## src/psc_pkg.sv

```systemverilog
// ----------------------------------------------------------------------------
// psc_pkg : shared types and constants
// Widths, defaults and the control bundle handed to every cell of the chain.
// ----------------------------------------------------------------------------
package psc_pkg;

    localparam int MAX_LEN_DEF = 1024;
    localparam int CH_W        = 8;
    localparam int COUNT_W     = 20;
    localparam int M_DATA_W    = 24;

    localparam logic [COUNT_W-1:0] COUNT_MAX = {COUNT_W{1'b1}};

    typedef logic [CH_W-1:0] ch_t;

    typedef struct packed {
        logic shift;
        logic clr;
    } cell_ctrl_t;

    typedef struct packed {
        logic valid;
        logic last;
        logic ovf;
    } tag_t;

endpackage

```

## src/psc_cell.sv

```systemverilog
// ----------------------------------------------------------------------------
// psc_cell : one length cell of the chain
// Holds one history byte, its occupancy flag and the palindrome-end bit for
// one length.
// ----------------------------------------------------------------------------
module psc_cell
(
    input  logic                clk,
    input  logic                rst_n,
    input  psc_pkg::cell_ctrl_t ctrl,
    input  psc_pkg::ch_t        ch,
    input  psc_pkg::ch_t        prev_hist,
    input  logic                prev_used,
    input  logic                gate,
    output psc_pkg::ch_t        hist,
    output logic                used,
    output logic                ends,
    output logic                hit
);

    psc_pkg::ch_t hist_reg;
    logic         used_reg;
    logic         ends_reg;

    assign hit  = gate && (prev_hist == ch);
    assign hist = hist_reg;
    assign used = used_reg;
    assign ends = ends_reg;

    always_ff @(posedge clk)
    begin
        if (ctrl.shift)
        begin
            hist_reg <= prev_hist;
        end
    end

    always_ff @(posedge clk or negedge rst_n)
    begin
        if (!rst_n)
        begin
            used_reg <= 1'b0;
            ends_reg <= 1'b0;
        end
        else if (ctrl.clr)
        begin
            used_reg <= 1'b0;
            ends_reg <= 1'b0;
        end
        else if (ctrl.shift)
        begin
            used_reg <= prev_used;
            ends_reg <= hit;
        end
    end

endmodule

```

## config.mk

```make
export PLATFORM = sky130hd
export DESIGN_NAME = psc_cell
export DESIGN_NICKNAME = d
export VERILOG_FILES = /design/src/psc_pkg.sv /design/src/psc_cell.sv
export SDC_FILE = /design/constraint.sdc
export NUM_CORES = 1
export LEC_CHECK = 0
export ABC_AREA = 0
export BUFFER_PORTS_ARGS = -buffer_cell sky130_fd_sc_hd__buf_2
export CAP_MARGIN = 10
export CORE_AREA = 2 2 39 41
export CTS_CLUSTER_DIAMETER = 50
export DETAILED_ROUTE_END_ITERATION = 7
export DIE_AREA = 0 0 41 43
export GPL_TIMING_DRIVEN = 0
export PLACE_DENSITY = 0.67
export SYNTH_ARGS = -nofsm -noshare
export SYNTH_HDL_FRONTEND = slang
export SYNTH_SLANG_ARGS = --single-unit
```

## constraint.sdc

```tcl
create_clock -name clk -period 0.8 [get_ports clk]
set_input_delay 0.16 -clock clk [delete_from_list [all_inputs] [get_ports clk]]
set_output_delay 0.16 -clock clk [all_outputs]
set_load 0.02 [all_outputs]
```

# Yosys cells after proc, flatten, opt, wreduce, memory -nomap -nowiden
# Index checks and enable logic that the tools add are counted.
# totals
wordCells	10
reg_bits	10
# classes
eq_ne	1
n_reduce_logical	2
muxes	4
# op_table
op	n
== test 8 bit	1
two-way mux 1 bit	4
nonzero test 2 bit	1
logical AND 1 bit	1

# Logic depth before layout (Yosys ltp)
# Gate-level depths: netlist of the first run.
# depth
word_depth	4
ltp_mapped	4
ltp_nobuf	4

# Least setup slack after synthesis of the first run
# Ideal clock, no wire load.
# synth_timing
path_type	input to output
startpoint	input port ch[7]
endpoint	output port hit
n_path_buf	0
t_arrival_ps	1121
path_slack_ps	-481
cell_stages	4
cell_sequence	xor2_1 nor2_1 nand4_1 nor4_1
# synth_via
elab_chain_cells	2
# synth_lines
element	line_no	rtl
start: declaration	psc_cell.sv:11	input psc_pkg::ch_t ch,
== test 8 bit	psc_cell.sv:25	assign hit = gate && (prev_hist == ch);
logical AND 1 bit	psc_cell.sv:25	
end: declaration	psc_cell.sv:18	output logic hit
# No other way between the ends.

# Worst setup path in the final report of the first run
# layout_timing
startpoint	input port prev_hist[7]
endpoint	output port hit
# layout_via
elab_chain_cells	2
# layout_lines
element	line_no	rtl
start: declaration	psc_cell.sv:12	input psc_pkg::ch_t prev_hist,
== test 8 bit	psc_cell.sv:25	
logical AND 1 bit	psc_cell.sv:25	
# No other way between the ends.

==> flow_summary.ini, run 1 <==
[run_status]
status = finished, violations left
violations = negative setup slack

[synth]
synthCells = 29
yosysTopAreaCell = edfxtp_1
ys_seq_area_share_pct = 68.84
netlist_area_um2 = 421.7
netlist.area_leader.share_pct = 56.97
syn_avg_cell_area_um2 = 14.54
yosysUniqueCellTypes = 12
syn_nets = 51
synthTopCellsByArea = edfxtp_1, dfrtp_1, xnor2_1
synth-seq-cells = 10
ys_warn_count = 0

[pwr]
irDropWorstVdd_mv = 0.9163
clockPowerShare_pct = 33.7
pwr-share-seq_pct = 45.4
power_leakage_nw = 0.3670
p_sw_uw = 325.8
swShare_pct = 24.10
comb_power_share_pct = 21.0
p_int_mw = 1.026
power_per_cell_area_nw_per_um2 = 1675

[timing]
hold_ws_ps = 85.62
fmax_mhz = 815.1
finalHoldViolCount = 0
period_share_pct = 153.4
relSlewSlack_pct = 78.96
fin_skew_ps = 0
worst_slew_pin_slew_ps = 314.5
tns_ps = -1993
layout_min_cycle_time_ps = 1227
rsz0062_at_grt = yes
setup_ws_ps = -426.9
setup_violations = 12
report.final.slew_viol_count = 0

[clock_tree]
cts_buffers = 3
h-tree-depth = 1
cts_tree = done
cts-root-buf = clkbuf_4
clk_pin_slew_worst_paths_ps = 60
cts.sinks = 10
insertion_delay_ps = 270
clockBufferDepth = 2

[layout]
seq_area_um2 = 290.3
largest_reg_flops = 8
antennaDiodeCount = 0
n_fill_cell = 122
final_cells = 87
area_growth_pct = 91.39
drive_gt1_share_pct = 64.79
fin_area_um2 = 807.0
nets = 94
multi_input_comb_area_um2 = 178.9

[critical_path]
path_max_fanout = 2
required_ps = 640
rr_startpoint = ends
crit_arrival_ps = 1070
path_class = in2out
regToRegEndpoint = ends
ff2ff_setup_slack_ps = -70
rr_worst_depth = 4
critPathLaunchType = input port
end_kind = output port

[drt]
drtIter0Drc = 4
met2_length_um = 573
wl_met3_um = 103
first_pass_iters = 2
routed_wl_mm = 1.043
avgRoutedWirePerCell_um = 11.99
top_layer = met4
drt-met1-wl_um = 359
vias = 382
drc = 0
antenna_left = 0
vias_per_cell = 4.391

[floorplanning]
ios = 33
die_w_um = 41
core_um2 = 1384
rows = 14
fp.dieArea_um2 = 1763
dieHeight_um = 43
start_util_pct = 30.47

[place]
post-place-ws_ps = -453.7
dp_hpwl_um = 741.2
dp_cells = 77
port_buffers = 32
dpl_cell_area_um2 = 643.1
gp_congestion = 0.6196

[min_path]
hold_class = in2reg
hold_depth = 1
hold_end = hist[2]
min-delay-start = prev_hist[2]

[flow_run]
drv_cap = 0

[grt]
grt_pass1_wl_mm = 1.552
grt_overflow = 0
grt_max_degree = 11
track_usage_pct = 13.48
antenna_found_initial = 0
grt_pass1_vias = 402
==> cell type report <==
cell class	count	share of cell area (%)
Clock buffer	4	4.496
Multi-Input combinational cell	19	22.17
Sequential cell	10	35.97
Tap cell	16	2.481
Timing Repair Buffer	38	34.88
==> how the worst max path moves through the flow <==
stage	from	end	slack, ps	depth (start not counted)
final	prev_hist[7]	hit	-430	6
after global routing	prev_hist[7]	hit	-490	6
after CTS	ch[7]	hit	-430	6
after detailed placement	ch[7]	hit	-450	6
after global placement	ch[7]	hit	-450	6
after floorplan	ch[0]	ends	-220	3
==> logic make-up (layout without fill, tap and decap cells) <==
kind of cell / count (synthesis) / count (layout) / synth area share [%]
AOI/OAI and AO/OA: 1 / 1 / 1.186
xor gates and xnor gates: 8 / 8 / 16.62
buffers and inverters: 0 / 42 / 0
DFF: 10 / 10 / 68.84
muxes: 1 / 1 / 2.374
and+or+nand+nor: 9 / 9 / 10.98
==> synth_stat cells <==
cell	number
dfrtp_1	2
nand2_1	2
xnor2_1	4
edfxtp_1	8
or4_1	1
nand4_1	1
xor2_1	4
o21ai_1	1
nor2_1	3
mux2i_1	1
nor4_1	1
or2b_1	1
==> worst max-delay path, cell delays in order <==
cell and delay, ps:
buf_2 110, xor2_1 130, nor2_1 120, nand4_1 180, nor4_4 190, buf_4 180
==> through the flow <==
| step | utilization (%) | power, mW |
|---|---|---|
| 2_1_floorplan | - | 0.7335 |
| 3_3_place_gp | 46.47 | 0.8444 |
| 3_5_place_dp | 46.47 | 0.8497 |
| 4_1_cts | 55.24 | 1.341 |
| 5_1_grt | 58.32 | 1.409 |
| 6_report | 58.32 | 1.352 |
==> placed cells by master (no fill, tap or decap) <==
cell type / Yosys / layout
or2b_1: 1 / 1
buf_2: 0 / 21
o21ai_2: 0 / 1
buf_4: 0 / 6
or4_1: 1 / 1
dlygate4sd3_1: 0 / 1
buf_6: 0 / 9
nor4_4: 0 / 1
edfxtp_1: 8 / 8
buf_12: 0 / 1
clkbuf_8: 0 / 1
xor2_1: 4 / 3
xnor2_1: 4 / 3
xor2_4: 0 / 1
nand4_1: 1 / 1
mux2i_1: 1 / 1
clkbuf_4: 0 / 3
nand2_2: 0 / 1
xnor2_2: 0 / 1
nor2_1: 3 / 3
dfrtp_1: 2 / 2
nand2_1: 2 / 1
==> per-layer routing <==
| layer | track usage, % | up-vias |
|---|---|---|
| li1 | - | 185 |
| met3 | 4.188 | 2 |
| met5 | 0 | - |
| met2 | 23.13 | 23 |
| met4 | 8.000 | 0 |
| met1 | 12.93 | 172 |
==> timing repair <==
| action | CTS | global route |
|---|---|---|
| endpoints found under the hold margin | 2 | 0 |
| buffers inserted | 4 | 2 |
| resized for setup | 13 | 10 |
| hold buffers | 1 | 0 |
| pin swaps | 4 | 1 |
| setup endpoints to repair | 12 | 12 |
==> power groups by stage <==
stage	clock network (mW)	logic, mW	registers, mW
floorplan	0	0.0630	0.671
detailed placement	0	0.230	0.620
global route	0.486	0.306	0.616
CTS	0.468	0.263	0.610
global placement	0	0.225	0.619
finish	0.455	0.284	0.613
(Power assumes the default switching activity.)
==> run 2: changes to the inputs <==
BUFFER_PORTS_ARGS = not set   (was -buffer_cell sky130_fd_sc_hd__buf_2)
DONT_BUFFER_PORTS = 1   (was not set)
PLACE_DENSITY = not set   (was 0.67)
SETUP_SLACK_MARGIN = 0.3   (was not set)
==> run 2 against run 1 <==
  * The run ends with negative hold slack, negative setup slack left
  * Via count is 33% lower
  * Sequential power is 8.2% higher
  * Worst hold slack worse by 130 ps
  * Combinational power is 70% lower
  * Final cell count is 43% lower
  * Wire length is 23% lower
  * Total power is 11% lower
  * Sequential share of layout area is 17 points higher
  * Core utilization is 18 points lower
  * Critical path depth is 2 lower
  * Clock-buffer cell count stayed put
  * Largest cell class unchanged
==> flow_summary.ini, run 2 (synthesis gave the netlist of run 1 again) <==
[critical_path]
critPathSlowestCell = nor4_4
path_cells = xor2_1, nor2_1, nand4_1, nor4_4
end_kind = output port
ff2ff_setup_slack_ps = 40
regToRegEndpoint = used
crit_family = simple AND/OR/NAND/NOR gates
rr_startpoint = used
required_ps = 640
path_class = in2out
path_max_fanout = 2
critPathLaunchType = input port
crit_arrival_ps = 940
rr_worst_depth = 2
cpPeakStageDelay_ps = 330
path_buf_inv = 0

[place]
port_buffers = 0
dp_cells = 45
gp_congestion = 0.5503
dpl_cell_area_um2 = 484.2

[clock_tree]
clk_pin_slew_worst_paths_ps = 60
cts_hold_buf = 1
cts_tree = done
h-tree-depth = 1
insertion_delay_ps = 260
cts.sinks = 10
cts_buffers = 3
cts-root-buf = clkbuf_4
clockBufferDepth = 2

[drt]
first_pass_iters = 3
drc = 0
drtIter0Drc = 1
routed_wl_um = 800
vias_per_cell = 5.120
avgRoutedWirePerCell_um = 16.00
antenna_left = 0
vias = 256

[grt]
antenna_found_initial = 0
grt_pass1_wl_mm = 1.248
track_usage_pct = 11.72
grt_overflow = 0
grt_pass1_vias = 315
grt_max_degree = 12

[timing]
fin_skew_ps = 0
fmax_mhz = 908.9
hold_ws_ps = -49.26
worst_slew_pin_slew_ps = 380.7
period_share_pct = 137.5
setup_violations = 11
report.final.slew_viol_count = 0
setup_ws_ps = -300.2
rsz0062_at_grt = yes
tns_ps = -1266
layout_min_cycle_time_ps = 1100
relSlewSlack_pct = 74.43
finalHoldViolCount = 9

[layout]
area_growth_pct = 31.16
mostFrequentLayoutCell = edfxtp_1
nets = 57
antennaDiodeCount = 0
final_cells = 50
largest_reg_flops = 8
fin_area_um2 = 553.0
drive_gt1_share_pct = 32.35
final_cell_mix = edfxtp_1, nor2_1, xnor2_1, clkbuf_4
final_util_pct = 39.96

[run_status]
violations = negative hold slack, negative setup slack
status = finished, violations left

[min_path]
hold_depth = 1
hold_class = in2reg
min-delay-start = ctrl[0]
hold_end = used

[pwr]
irDropWorstVdd_mv = 0.7711
power_per_cell_area_nw_per_um2 = 2170
power_leakage_nw = 0.1877

[floorplanning]
dieHeight_um = 43
fp.dieArea_um2 = 1763
start_util_pct = 30.47
core_um2 = 1384
rows = 14
ios = 33
die_w_um = 41

[flow_run]
drv_cap = 0
-- run 2: routing by layer --
metal	track usage, %	routed length [um]	part of all wire, %	vias to the layer above
met2	18.13	427	53	22
li1	-	-	-	111
met1	9.122	268	34	123
met3	7.853	104	13	0
met5	0	0	0	-
met4	10.00	0	0	0
-- run 2: layout make-up --
| cell class | instances | area (um^2) |
|---|---|---|
| clock buffer | 4 | 36.28 |
| fill | 135 | 830.8 |
| multi-input combinational | 19 | 193.9 |
| sequential | 10 | 292.8 |
| tap | 16 | 20.02 |
| timing repair buffer | 1 | 10.01 |
-- run 2: worst max-delay path by stage --
stage | slack, ps | depth (start not counted) | endpoint | from
floorplan | -220 | 3 | ends | ch[0]
global placement | -290 | 4 | hit | ch[7]
detailed placement | -330 | 4 | hit | ch[7]
CTS | -330 | 4 | hit | ch[7]
global route | -390 | 4 | hit | ch[7]
finish | -300 | 4 | hit | ch[7]
-- run 2: worst reg2reg max path, cell delays in order, from the launching register on --
cell and delay [ps]:
dfrtp_2 450, mux2i_1 150, nor2_1 50
-- run 2: repair_timing --
item | CTS | global route
hold endpoints to repair | 19 | 17
pin swaps | 3 | 0
resized for setup | 4 | 0
endpoints found under the setup margin | 13 | 13
setup buffers | 0 | 0
-- run 2: through the flow --
step	total power [mW]	setup WS, ps
after detailed placement	0.7479	-327.3
final	1.200	-300.2
after floorplan	0.7341	-222.3
after CTS	1.227	-333.3
after global placement	0.7436	-289.2
after global routing	1.269	-390.3
-- run 2: report_power, final --
part / leakage [nW] / total [mW] / switching, mW / internal (mW)
registers: 0.102 / 0.663 / 0.0573 / 0.606
logic: 0.0643 / 0.0850 / 0.0328 / 0.0522
clock network: 0.0210 / 0.452 / 0.176 / 0.276
==> run 3: changes to the inputs <==
GPL_ROUTABILITY_DRIVEN = 0   (was not set)
clock period = 1.05 ns   (was 0.8 ns; I/O delays follow)
==> run 3 against run 2 <==
  * The flow finishes with violations (negative setup slack)
  * Final area is 1.4% lower
  * Total power is 30% lower
  * Clock-buffer cell count is 1 lower
  * Largest power group unchanged
  * Register-to-register slack better by 240 ps
  * Sequential cell count stayed put
  * Clock skew stayed put
==> flow_summary.ini, run 3 (synthesis gave the netlist of run 1 again) <==
[timing]
worst_slew_pin_slew_ps = 395.0
setup_violations = 1
relSlewSlack_pct = 73.47
fin_skew_ps = 0
layout_min_cycle_time_ps = 1207
finalHoldViolCount = 0
rsz0062_at_grt = yes
tns_ps = -156.6
report.final.slew_viol_count = 0
period_share_pct = 114.9
setup_ws_ps = -156.6
fmax_mhz = 828.8

[floorplanning]
start_util_pct = 30.47
rows = 14
ios = 33
fp.dieArea_um2 = 1763
core_um2 = 1384
die_w_um = 41
dieHeight_um = 43

[layout]
antennaDiodeCount = 0
final_cell_mix = edfxtp_1, xor2_1, nor2_1, xnor2_1, clkbuf_4
seq_area_um2 = 292.8
largest_reg_flops = 8
mostFrequentLayoutCell = edfxtp_1
nets = 58
n_fill_cell = 139
drive_gt1_share_pct = 25.71
area_growth_pct = 29.38
multi_input_comb_area_um2 = 186.4
final_util_pct = 39.42

[drt]
drtIter0Drc = 1
avgRoutedWirePerCell_um = 16.51
first_pass_iters = 4
routed_wl_um = 842
vias_per_cell = 5.098
vias = 260
antenna_left = 0
drc = 0

[run_status]
status = finished, violations left
violations = negative setup slack

[pwr]
p_sw_uw = 194.9
clockPowerShare_pct = 31.4
irDropWorstVdd_mv = 0.6384
power_per_cell_area_nw_per_um2 = 1530
total_power_uw = 834.5
swShare_pct = 23.36
pwr-share-seq_pct = 60.6
p_int_uw = 639.6
power_leakage_nw = 0.1849
comb_power_share_pct = 8.0

[flow_run]
drv_cap = 0

[grt]
grt_pass1_wl_mm = 1.297
track_usage_pct = 11.47
antenna_found_initial = 0
grt_max_degree = 12
grt_pass1_vias = 313
grt_overflow = 0

[min_path]
hold_class = in2reg
hold_depth = 0

[clock_tree]
cts-root-buf = clkbuf_4
postCtsSetupBuffers = 0
insertion_delay_ps = 260
cts_buffers = 3
cts.sinks = 10
clockBufferDepth = 2
clk_pin_slew_worst_paths_ps = 60
cts_tree = done
h-tree-depth = 1

[place]
port_buffers = 0
dp_hpwl_um = 719.5

[critical_path]
path_max_fanout = 2
crit_family = simple AND/OR/NAND/NOR gates
rr_worst_depth = 2
crit_arrival_ps = 1000
critPathLaunchType = input port
path_buf_inv = 0
critPathSlowestCell = nor4_4
cpPeakStageDelay_ps = 350
required_ps = 840
path_cells = xor2_1, nor2_1, nand4_1, nor4_4
path_class = in2out
end_kind = output port
cp.depth = 4
-- run 3: worst reg2reg max path: cells and delay by family (launching register included) --
kind             cells  cell delay [ps]
AND/OR/NAND/NOR      1               50
flip-flops           1              450
multiplexers         1              160
-- run 3: what timing repair did --
item,CTS,global route
endpoints found under the setup margin,13,13
endpoints found under the hold margin,3,0
cloned,0,0
resized for setup,4,0
hold buffers,2,0
-- run 3: path summary, 6_finish.rpt --
check | to | start | slack [ps]
max in group asynchronous | used | rst_n | 730
worst max-delay path | hit | ch[7] | -160
worst min-delay path | hist[6] | prev_hist[6] | 50
min in group asynchronous | ends | rst_n | 180
worst max register to register | used | used | 280
worst min register to register | ends | ends | 590
-- run 3: per-layer routing --
metal | wire (um) | global-route usage [%]
met2 | 507 | 18.44
met1 | 241 | 11.33
met3 | 93 | 4.188
met5 | 0 | 0
met4 | 0 | 8.000
-- run 3: area by class of cell --
type,count,share of cell area (%)
flip-flops and latches,10,53.67
multi-input cells,19,34.17
clock buffers,3,4.128
repair buffers,2,3.670
well taps,16,3.670
clock inverters,1,0.6881
-- run 3: through the flow --
stage	std cells	area, um^2	setup slack [ps]	hold slack, ps
floorplan	29	462.9	-31.51	-85.59
global placement	45	483.0	-141.4	-85.53
detailed placement	45	483.0	-176.6	-85.53
CTS	51	545.5	-185.6	34.88
global route	51	545.5	-223.7	18.15
finish	51	545.5	-156.6	45.06
-- run 3: power groups by stage --
stage / logic (mW) / registers (mW) / clock network [mW]
finish: 0.0667 / 0.505 / 0.262
global route: 0.0723 / 0.510 / 0.310
CTS: 0.0684 / 0.506 / 0.275
detailed placement: 0.0550 / 0.515 / 0
global placement: 0.0519 / 0.514 / 0
floorplan: 0.0480 / 0.511 / 0
